`src/hdl/dtq_pkg.sv`:
```
// ----------------------------------------------------------------------------
// dtq_pkg
// Shared constants and types for the deadline task queue.
// ----------------------------------------------------------------------------
package dtq_pkg;

  // Default parameter values
  localparam int unsigned DEPTH_DEF     = 16;
  localparam int unsigned TIME_BITS_DEF = 32;
  localparam int unsigned TASK_BITS_DEF = 8;

  // Fixed field widths on the ports
  localparam int unsigned TASK_W = 8;
  localparam int unsigned TIME_W = 32;
  localparam int unsigned OCC_W  = 5;

  // Upper bounds of the parameter ranges, used for width adaption
  localparam int unsigned TIME_MAX_W = 64;
  localparam int unsigned TASK_MAX_W = 16;
  localparam int unsigned CNT_MAX_W  = 9;

  // Port layout
  localparam int unsigned IN_TDATA_W  = 72;
  localparam int unsigned OUT_TDATA_W = 48;
  localparam int unsigned OUT_TUSER_W = 2;

  // Opcode carried on in_tuser
  typedef enum logic {
    OP_ENQ  = 1'b0,
    OP_POLL = 1'b1
  } dtq_op_t;

  // Command broadcast to every cell of the row
  typedef struct packed {
    logic enq;  // insert new entry (queue known not full)
    logic deq;  // pop head, every cell takes its right neighbor
  } dtq_cmd_t;

endpackage

```
`src/hdl/dtq_cell.sv`:
```
// ----------------------------------------------------------------------------
// dtq_cell
// One slot of the sorted shift-register queue.
// ----------------------------------------------------------------------------
module dtq_cell #(
  parameter int unsigned TIME_BITS = dtq_pkg::TIME_BITS_DEF,
  parameter int unsigned TASK_BITS = dtq_pkg::TASK_BITS_DEF
) (
  input  logic                 clk,
  input  logic                 rst_n,
  input  dtq_pkg::dtq_cmd_t    cmd,
  input  logic [TIME_BITS-1:0] new_due,
  input  logic [TASK_BITS-1:0] new_task,
  // left neighbor (earlier slot)
  input  logic                 left_keep,
  input  logic                 left_valid,
  input  logic [TIME_BITS-1:0] left_due,
  input  logic [TASK_BITS-1:0] left_task,
  // right neighbor (later slot)
  input  logic                 right_valid,
  input  logic [TIME_BITS-1:0] right_due,
  input  logic [TASK_BITS-1:0] right_task,
  // own state
  output logic                 keep,
  output logic                 valid,
  output logic [TIME_BITS-1:0] due,
  output logic [TASK_BITS-1:0] task_id
);

  logic                 valid_r, valid_nxt;
  logic [TIME_BITS-1:0] due_r, due_nxt;
  logic [TASK_BITS-1:0] task_r, task_nxt;

  // entry stays put on insert when it is due no later than the new one
  assign keep = valid_r && (due_r <= new_due);

  always_comb begin
    valid_nxt = valid_r;
    due_nxt   = due_r;
    task_nxt  = task_r;
    if (cmd.enq && !keep) begin
      if (left_keep) begin
        valid_nxt = 1'b1;
        due_nxt   = new_due;
        task_nxt  = new_task;
      end else begin
        valid_nxt = left_valid;
        due_nxt   = left_due;
        task_nxt  = left_task;
      end
    end else if (cmd.deq) begin
      valid_nxt = right_valid;
      due_nxt   = right_due;
      task_nxt  = right_task;
    end
  end

  always_ff @(posedge clk) begin
    if (!rst_n) begin
      valid_r <= 1'b0;
    end else begin
      valid_r <= valid_nxt;
    end
    due_r  <= due_nxt;
    task_r <= task_nxt;
  end

  assign valid   = valid_r;
  assign due     = due_r;
  assign task_id = task_r;

endmodule

```
`src/hdl/deadline_task_queue_top.sv`:
```
// ----------------------------------------------------------------------------
// deadline_task_queue_top
// Earliest-deadline-first task queue on a stream interface.
// ----------------------------------------------------------------------------
// Each input transaction is either an enqueue (in_tuser = 0) carrying a task
// number and an absolute due time, or a poll (in_tuser = 1) carrying the
// current time. Every input transaction yields exactly one output
// transaction. Tasks are held in a row of QUEUE_DEPTH cells kept sorted by
// due time, head in cell 0; equal due times leave in arrival order. An
// enqueue on a full queue is dropped and flagged as rejected. A poll removes
// and reports the head when its due time is <= the current time. Throughput
// is one transaction per clock: the whole row shifts at once, and
// the result sits in an output register, so a new transaction is taken
// while the previous result waits as long as out_tready is high; with
// out_tready low the block holds one result and stalls the input. out_tvalid
// rises in the cycle after acceptance. No clearing pass after reset.
// ----------------------------------------------------------------------------
module deadline_task_queue_top #(
  parameter int unsigned QUEUE_DEPTH = dtq_pkg::DEPTH_DEF,
  parameter int unsigned TIME_BITS   = dtq_pkg::TIME_BITS_DEF,
  parameter int unsigned TASK_BITS   = dtq_pkg::TASK_BITS_DEF
) (
  input  logic                             clk,
  input  logic                             rst_n,
  // input channel
  input  logic                             in_tvalid,
  output logic                             in_tready,
  // [7:0] task_number, [39:8] due_time, [71:40] current_time
  input  logic [dtq_pkg::IN_TDATA_W-1:0]   in_tdata,
  // [0] opcode
  input  logic                             in_tuser,
  // result channel
  output logic                             out_tvalid,
  input  logic                             out_tready,
  // [7:0] out_task_number, [39:8] out_due_time, [44:40] occupancy,
  // [45] is_empty, [47:46] zero
  output logic [dtq_pkg::OUT_TDATA_W-1:0]  out_tdata,
  // [0] dispatched, [1] rejected
  output logic [dtq_pkg::OUT_TUSER_W-1:0]  out_tuser
);

  localparam int unsigned CNT_W = $clog2(QUEUE_DEPTH + 1);

  // input fields
  logic [dtq_pkg::TASK_W-1:0] f_task;
  logic [dtq_pkg::TIME_W-1:0] f_due;
  logic [dtq_pkg::TIME_W-1:0] f_now;
  logic                       accept;

  assign f_task = in_tdata[7:0];
  assign f_due  = in_tdata[39:8];
  assign f_now  = in_tdata[71:40];
  assign accept = in_tvalid && in_tready;

  // adapt port field widths to the internal TIME_BITS / TASK_BITS
  logic [dtq_pkg::TIME_MAX_W-1:0] due_wide, now_wide;
  logic [dtq_pkg::TASK_MAX_W-1:0] task_wide;
  logic [TIME_BITS-1:0]           new_due, now_time;
  logic [TASK_BITS-1:0]           new_task;

  always_comb begin
    due_wide  = '0;
    now_wide  = '0;
    task_wide = '0;
    due_wide[dtq_pkg::TIME_W-1:0]  = f_due;
    now_wide[dtq_pkg::TIME_W-1:0]  = f_now;
    task_wide[dtq_pkg::TASK_W-1:0] = f_task;
  end

  assign new_due  = due_wide[TIME_BITS-1:0];
  assign now_time = now_wide[TIME_BITS-1:0];
  assign new_task = task_wide[TASK_BITS-1:0];

  // neighbor chain: cell i sits at chain index i+1, ends are empty slots
  logic [QUEUE_DEPTH:0]   keep_w;
  logic [QUEUE_DEPTH+1:0] valid_w;
  logic [TIME_BITS-1:0]   due_w  [QUEUE_DEPTH+2];
  logic [TASK_BITS-1:0]   task_w [QUEUE_DEPTH+2];

  assign keep_w[0]              = 1'b1;   // head inserts the new entry
  assign valid_w[0]             = 1'b0;
  assign due_w[0]               = '0;
  assign task_w[0]              = '0;
  assign valid_w[QUEUE_DEPTH+1] = 1'b0;   // tail pulls in an empty slot
  assign due_w[QUEUE_DEPTH+1]   = '0;
  assign task_w[QUEUE_DEPTH+1]  = '0;

  // control
  dtq_pkg::dtq_cmd_t cmd;
  logic              is_enq, full, dispatch, reject;

  assign is_enq   = (dtq_pkg::dtq_op_t'(in_tuser) == dtq_pkg::OP_ENQ);
  assign full     = valid_w[QUEUE_DEPTH];
  assign dispatch = !is_enq && valid_w[1] && (due_w[1] <= now_time);
  assign reject   = is_enq && full;
  assign cmd.enq  = accept && is_enq && !full;
  assign cmd.deq  = accept && dispatch;

  for (genvar i = 0; i < QUEUE_DEPTH; i++) begin : g_cell
    dtq_cell #(
      .TIME_BITS (TIME_BITS),
      .TASK_BITS (TASK_BITS)
    ) u_cell (
      .clk         (clk),
      .rst_n       (rst_n),
      .cmd         (cmd),
      .new_due     (new_due),
      .new_task    (new_task),
      .left_keep   (keep_w[i]),
      .left_valid  (valid_w[i]),
      .left_due    (due_w[i]),
      .left_task   (task_w[i]),
      .right_valid (valid_w[i+2]),
      .right_due   (due_w[i+2]),
      .right_task  (task_w[i+2]),
      .keep        (keep_w[i+1]),
      .valid       (valid_w[i+1]),
      .due         (due_w[i+1]),
      .task_id     (task_w[i+1])
    );
  end

  // pending count
  logic [CNT_W-1:0] count_r, count_nxt;

  always_comb begin
    count_nxt = count_r;
    if (cmd.enq) begin
      count_nxt = count_r + CNT_W'(1);
    end else if (cmd.deq) begin
      count_nxt = count_r - CNT_W'(1);
    end
  end

  // result fields
  logic [dtq_pkg::TIME_MAX_W-1:0] head_due_wide;
  logic [dtq_pkg::TASK_MAX_W-1:0] head_task_wide;
  logic [dtq_pkg::CNT_MAX_W-1:0]  cnt_wide;

  always_comb begin
    head_due_wide  = '0;
    head_task_wide = '0;
    cnt_wide       = '0;
    if (dispatch) begin
      head_due_wide[TIME_BITS-1:0]  = due_w[1];
      head_task_wide[TASK_BITS-1:0] = task_w[1];
    end
    cnt_wide[CNT_W-1:0] = count_nxt;
  end

  logic [dtq_pkg::OUT_TDATA_W-1:0] res_tdata;
  logic [dtq_pkg::OUT_TUSER_W-1:0] res_tuser;

  assign res_tdata = {2'b00,
                      (count_nxt == '0),
                      cnt_wide[dtq_pkg::OCC_W-1:0],
                      head_due_wide[dtq_pkg::TIME_W-1:0],
                      head_task_wide[dtq_pkg::TASK_W-1:0]};
  assign res_tuser = {reject, dispatch};

  // output register
  logic                            out_valid_r;
  logic [dtq_pkg::OUT_TDATA_W-1:0] out_tdata_r;
  logic [dtq_pkg::OUT_TUSER_W-1:0] out_tuser_r;

  assign in_tready = !out_valid_r || out_tready;

  always_ff @(posedge clk) begin
    if (!rst_n) begin
      out_valid_r <= 1'b0;
      count_r     <= '0;
    end else begin
      count_r <= count_nxt;
      if (accept) begin
        out_valid_r <= 1'b1;
      end else if (out_tready) begin
        out_valid_r <= 1'b0;
      end
    end
    if (accept) begin
      out_tdata_r <= res_tdata;
      out_tuser_r <= res_tuser;
    end
  end

  assign out_tvalid = out_valid_r;
  assign out_tdata  = out_tdata_r;
  assign out_tuser  = out_tuser_r;

endmodule

```
`config.mk`:
```
export PLATFORM = sky130hd
export DESIGN_NAME = deadline_task_queue_top
export DESIGN_NICKNAME = d
export VERILOG_FILES = /design/src/hdl/dtq_pkg.sv /design/src/hdl/dtq_cell.sv /design/src/hdl/deadline_task_queue_top.sv
export SDC_FILE = /design/constraint.sdc
export NUM_CORES = 2
export LEC_CHECK = 0
export BUFFER_PORTS_ARGS = -buffer_cell sky130_fd_sc_hd__buf_4
export CAP_MARGIN = 20
export CELL_PAD_IN_SITES_DETAIL_PLACEMENT = 0
export CELL_PAD_IN_SITES_GLOBAL_PLACEMENT = 1
export CORE_UTILIZATION = 46
export DETAILED_ROUTE_END_ITERATION = 8
export PLACE_DENSITY_LB_ADDON = 0.1
export SETUP_SLACK_MARGIN = 0.15
export SYNTH_ARGS = -nofsm -noshare
export SYNTH_HDL_FRONTEND = slang
export SYNTH_SLANG_ARGS = --single-unit
```
`constraint.sdc`:
```
create_clock -name clk -period 6.4 [get_ports clk]
set_input_delay 0.64 -clock clk [delete_from_list [all_inputs] [get_ports clk]]
set_output_delay 0.64 -clock clk [all_outputs]
set_load 0.05 [all_outputs]
```
# Yosys cells after proc, flatten, opt, wreduce, memory -nomap -nowiden
# Index checks and enable logic that the tools add are counted.
# classes
bitwise	1
mux	145
n_reduce_logical	76
n_lt_le_gt_ge	17
n_addsub	2
# ops
operator	count
$mux 32	47
$le 32x32->1	17
$mux 8	47
$mux 1	49
$logic_and 1x1->1	39
$reduce_bool 2->1	17
$logic_not 1->1	18
$mux 5	2
$add 5x1->5 const B	1
$logic_not 5->1	1
$sub 5x1->5 const B	1
$logic_or 1x1->1	1
$not 1->1	1
# totals
in_bits	77
out_inout_bits	52
elab_cells	294
regBits	710

# Depth between registers and ports, before layout
# logic_depth
word_depth	7
mapped_depth	15
mapped_depth_nobuf	11

# Modules after synthesis
# Synthesis repeated with hierarchy kept, for this count alone.
# hier_totals
hier_cells	4370
area_unflattened_um2	54966.5
# modules_own_cells
mod	instances	cells_each	area_per_inst_um2	seq_area_each_um2
dtq_cell	16	257	3246.9	1221.2
deadline_task_queue_top	1	258	3016.6	1561.5

# Worst setup path before layout
# OpenSTA, ideal clock, no wires.
# synth_timing
path_type	input -> register
start	in in_tdata[33] (netlist name)
end	reg g_cell[13].u_cell.due_r[0] (enable)
arrival_ps	4100
path_buffers	4
cell_stages	14
setup_slack_ps	1769
required_time_ps	5869
setup_time_ps	531
cell_sequence	clkbuf_1 -> clkbuf_1 -> inv_1 -> ha_1 -> a21o_1 -> a21o_1 -> a211o_1 -> o211ai_2 -> a21oi_1 -> or4_1 -> clkbuf_1 -> clkbuf_1 -> nand3_1 -> nand2_1
# synth_between
elab_chain_len	5
# synth_rtl
item	line	source
start, declared	deadline_task_queue_top.sv:29	input logic [dtq_pkg::IN_TDATA_W-1:0] in_tdata,
$le 32x32->1	dtq_cell.sv:35	assign keep = valid_r && (due_r <= new_due);
$logic_and 1x1->1	dtq_cell.sv:35	
$logic_not 1->1	dtq_cell.sv:41	if (cmd.enq && !keep) begin
$logic_and 1x1->1	dtq_cell.sv:41	
$reduce_bool 2->1 (no source line)	n/a	
end signal, assigned	dtq_cell.sv:64	due_r <= due_nxt;
end, declared	dtq_cell.sv:31	logic [TIME_BITS-1:0] due_r, due_nxt;
# Every way passes these cells.
# A chain may end at the register's enable or synchronous reset.

# Final worst setup path
# layout_timing
start	reg g_cell[0].u_cell.due_r[13]
end	reg g_cell[12].u_cell.due_r[3] (enable)
# layout_between
elab_chain_len	4
# layout_rtl
item	line	source
start, declared	dtq_cell.sv:31	
start signal, assigned	dtq_cell.sv:64	
$le 32x32->1	deadline_task_queue_top.sv:94	assign dispatch = !is_enq && valid_w[1] && (due_w[1] <= now_time);
$logic_and 1x1->1	deadline_task_queue_top.sv:94	
$logic_and 1x1->1	deadline_task_queue_top.sv:97	assign cmd.deq = accept && dispatch;
$reduce_bool 2->1 (no source line)	n/a	
end signal, assigned	dtq_cell.sv:64	
end, declared	dtq_cell.sv:31	
# Every way passes these cells.

==> results.json <==
{
  "synth-compound-area-share": 0.1991,
  "root_buffer": "clkbuf_16",
  "synth-simple-area-share": 0.09439,
  "core_sq_um": 103500,
  "grt_usage": 0.2838,
  "synthMuxAreaShare": 0.09019,
  "syn-instance-count": 4653,
  "grt_pass1_vias": 37040,
  "drive_gt1_frac": 0.1141,
  "synth-xor-area-share": 0.0005476,
  "crit_slowest_cell": "nand2_2",
  "wl_met3_um": 8959,
  "synthFlopType": "edfxtp_1",
  "n_antenna_cell": 0,
  "synthTopCellsByCount": "edfxtp_1, a21oi_1, ha_1",
  "end_kind": "flop",
  "die_x_um": 325.0,
  "synthTopCellsByArea": "edfxtp_1, ha_1, a21oi_1",
  "synth_most_common_cell": "edfxtp_1",
  "yosysTopAreaCellShare": 0.4305,
  "holdBufCountCts": 0,
  "cpMostUsedCell": "nand4_1",
  "cts_made_buffers": 85,
  "cts.sinks": 710,
  "r2r_end": "g_cell[12].u_cell.due[3]",
  "max_freq_ghz": 0.2102,
  "clk_pin_slew_worst_paths_ns": 0.06,
  "arrival_ns": 5.09,
  "hpwl_um": 111900,
  "synth_cell_types": 80,
  "reg2regPathDepth": 10,
  "rr_startpoint": "g_cell[0].u_cell.due[13]",
  "async_flop_share": 0,
  "top_layer": "met4",
  "dieArea_sq_um": 105600,
  "post_cts_resized": 0,
  "synth-edff-count": 688,
  "fin_crit_ns": 4.756,
  "start_kind": "flop",
  "die-height_um": 325.0,
  "wl_met1_um": 69950,
  "min_path_cells": 3,
  "rsz0062_at_grt": "no",
  "peakVddDrop_mv": 0.1809,
  "mappedNetlistArea_sq_um": 47980,
  "portBuffers": 126,
  "power_density_nw_per_um2": 246.1,
  "fin_util": 0.5102,
  "firstDrtPassIters": 6,
  "crit_family": "simple AND/OR/NAND/NOR gates",
  "slew_headroom": 0.2788,
  "fillers": 9499,
  "viasPerCell": 6.214,
  "yosys.area_share.adder": 0.1340,
  "cts_tree": "yes",
  "cap_viol_max_count": 0,
  "yosys_warnings": 0,
  "slowest_delay_ns": 0.74,
  "ys_ff_latch": 710,
  "wl_per_cell_um": 25.40,
  "path_class": "reg2reg",
  "area_growth_pct": 10.04,
  "tightest_slew_ns": 1.078,
  "row_count": 118,
  "post_cts_buffers": 0,
  "status": "finished clean",
  "yosysTopAreaCell": "edfxtp_1",
  "clockBufferDepth": 3,
  "antenna_found_initial": 0,
  "maxSlewViolCount": 0,
  "grt_overflow_total": 0,
  "ys_seq_area_frac": 0.4397,
  "path_cells": "ha_1 -> nand4_1 -> nor4_1 -> nand2_1 -> a22oi_1 -> nand4_1 -> inv_2 -> nand2_4 -> nand2_2 -> buf_4",
  "dr_wl_met2_um": 70100,
  "vias": 37440,
  "ff_latch_area_sq_um": 21100,
  "synth_top_family_by_area": "compound AO/OA/AOI/OAI gates",
  "power_leakage_uw": 0.02196,
  "worst_hold_startpoint": "in_tvalid",
  "grt_max_degree": 120,
  "gp_congestion": 0.9036,
  "fin_skew_ns": 0.02080,
  "required_ns": 6.74,
  "hold_path.class": "in2reg",
  "setup_viol": 0,
  "dr.first_iter.drc_count": 3136,
  "hold_viol_final": 0,
  "htreeDepth": 3,
  "wl_um": 153000,
  "ios": 129,
  "drcViolationCount": 0,
  "fin_setup_tns_ns": 0,
  "grt_pass1_wl_um": 234100,
  "clock_latency_ns": 0.67,
  "avgSynthCellArea_sq_um": 10.31,
  "r2r_slack_ns": 1.64,
  "worst-path-buf-inv": 2,
  "nets": 5167,
  "period_share": 0.7432,
  "ant_nets": 0,
  "holdPathEnd": "out_tvalid",
  "multi_input_area_sq_um": 25130,
  "initial_core_util": 0.4636,
  "crit_fanout": 48
}
-- layout by cell type, fill, tap and decap left out, drive strengths merged, types with 8 or more instances in the layout --
cell type	netlist	final
and2	46	46
a21oi	677	677
mux2i	285	285
nand2	265	265
or2	12	12
mux2	118	118
nor2	215	215
nor3	31	31
a2bb2oi	39	39
a211oi	15	15
nor4	14	14
a21o	177	177
buf	79	218
clkinv	1	41
inv	101	105
o21ai	297	297
dfxtp	22	22
bufinv	0	9
o221ai	8	8
a311oi	44	44
and4	14	14
nor2b	30	30
ha	514	514
edfxtp	688	688
clkbuf	304	102
a31oi	248	248
nand3	146	146
a211o	11	11
nand4	119	119
o21a	40	40
or3	12	12
-- cell type report --
cell class              instances  area share
clock inverters                54    0.009478
flip-flops and latches        710      0.3996
multi-input cells            3459      0.4758
well taps                    1380     0.03270
clock buffers                 102     0.04227
inverters                     102    0.007251
repair buffers                218     0.03289
-- layer usage --
layer,up-vias,track usage
met5,-,0
met1,18160,0.3999
met2,1317,0.4568
met4,0,0.08470
li1,17750,-
met3,222,0.03384
-- power by group --
group / internal (uW) / switching (uW)
sequential: 5520 / 272
combinational: 864 / 1420
clock: 2840 / 2070
-- cell families after synthesis --
family	Yosys count
mux	403
buf+inv	485
other cells	1
flops	710
fa+ha+maj	514
simple gates	930
xor+xnor	3
compound gates	1607
-- stage by stage --
step	hold WS [ns]	cell area (sq um)	total power, uW	setup slack [ns]	instances
2_1_floorplan	0.4634	47990	7382	1.769	4654
3_3_place_gp	0.5320	50070	8121	1.352	5869
3_5_place_dp	0.5271	50070	8156	1.304	5869
4_1_cts	0.1833	52800	13070	1.541	6025
5_1_grt	0.2294	52800	13520	1.269	6025
6_report	0.2264	52800	13000	1.644	6025
-- sequential cells by signal, summed over array words and instances, names as in the netlist --
| signal | cells |
|---|---|
| out_tuser | 2 |
| count_r | 5 |
| g_cell.u_cell.valid | 16 |
| g_cell.u_cell.task_id | 128 |
| g_cell.u_cell.due | 512 |
| out_tdata | 46 |
| out_tvalid | 1 |
-- worst max-delay path by stage --
stage / from / endpoint / slack [ns] / cells past startpoint
6_report: g_cell[0].u_cell.due[13] / g_cell[12].u_cell.due[3] / 1.64 / 10
5_1_grt: g_cell[0].u_cell.due[31] / g_cell[12].u_cell.due[9] / 1.27 / 10
4_1_cts: g_cell[0].u_cell.due[13] / g_cell[12].u_cell.due[12] / 1.54 / 10
3_5_place_dp: in_tdata[55] / g_cell[12].u_cell.due[11] / 1.30 / 12
3_3_place_gp: in_tdata[55] / g_cell[12].u_cell.due[11] / 1.35 / 12
2_1_floorplan: in_tdata[33] / g_cell[13].u_cell.due[0] / 1.77 / 14
-- worst register-to-register path: stages (launching register included) --
cell and delay, ns:
edfxtp_1 0.49, ha_1 0.34, nand4_1 0.20, nor4_1 0.59, nand2_1 0.15, a22oi_1 0.20
nand4_1 0.27, inv_2 0.63, nand2_4 0.39, nand2_2 0.77, buf_4 0.39
Note: power is estimated with default switching activity, not from simulation.
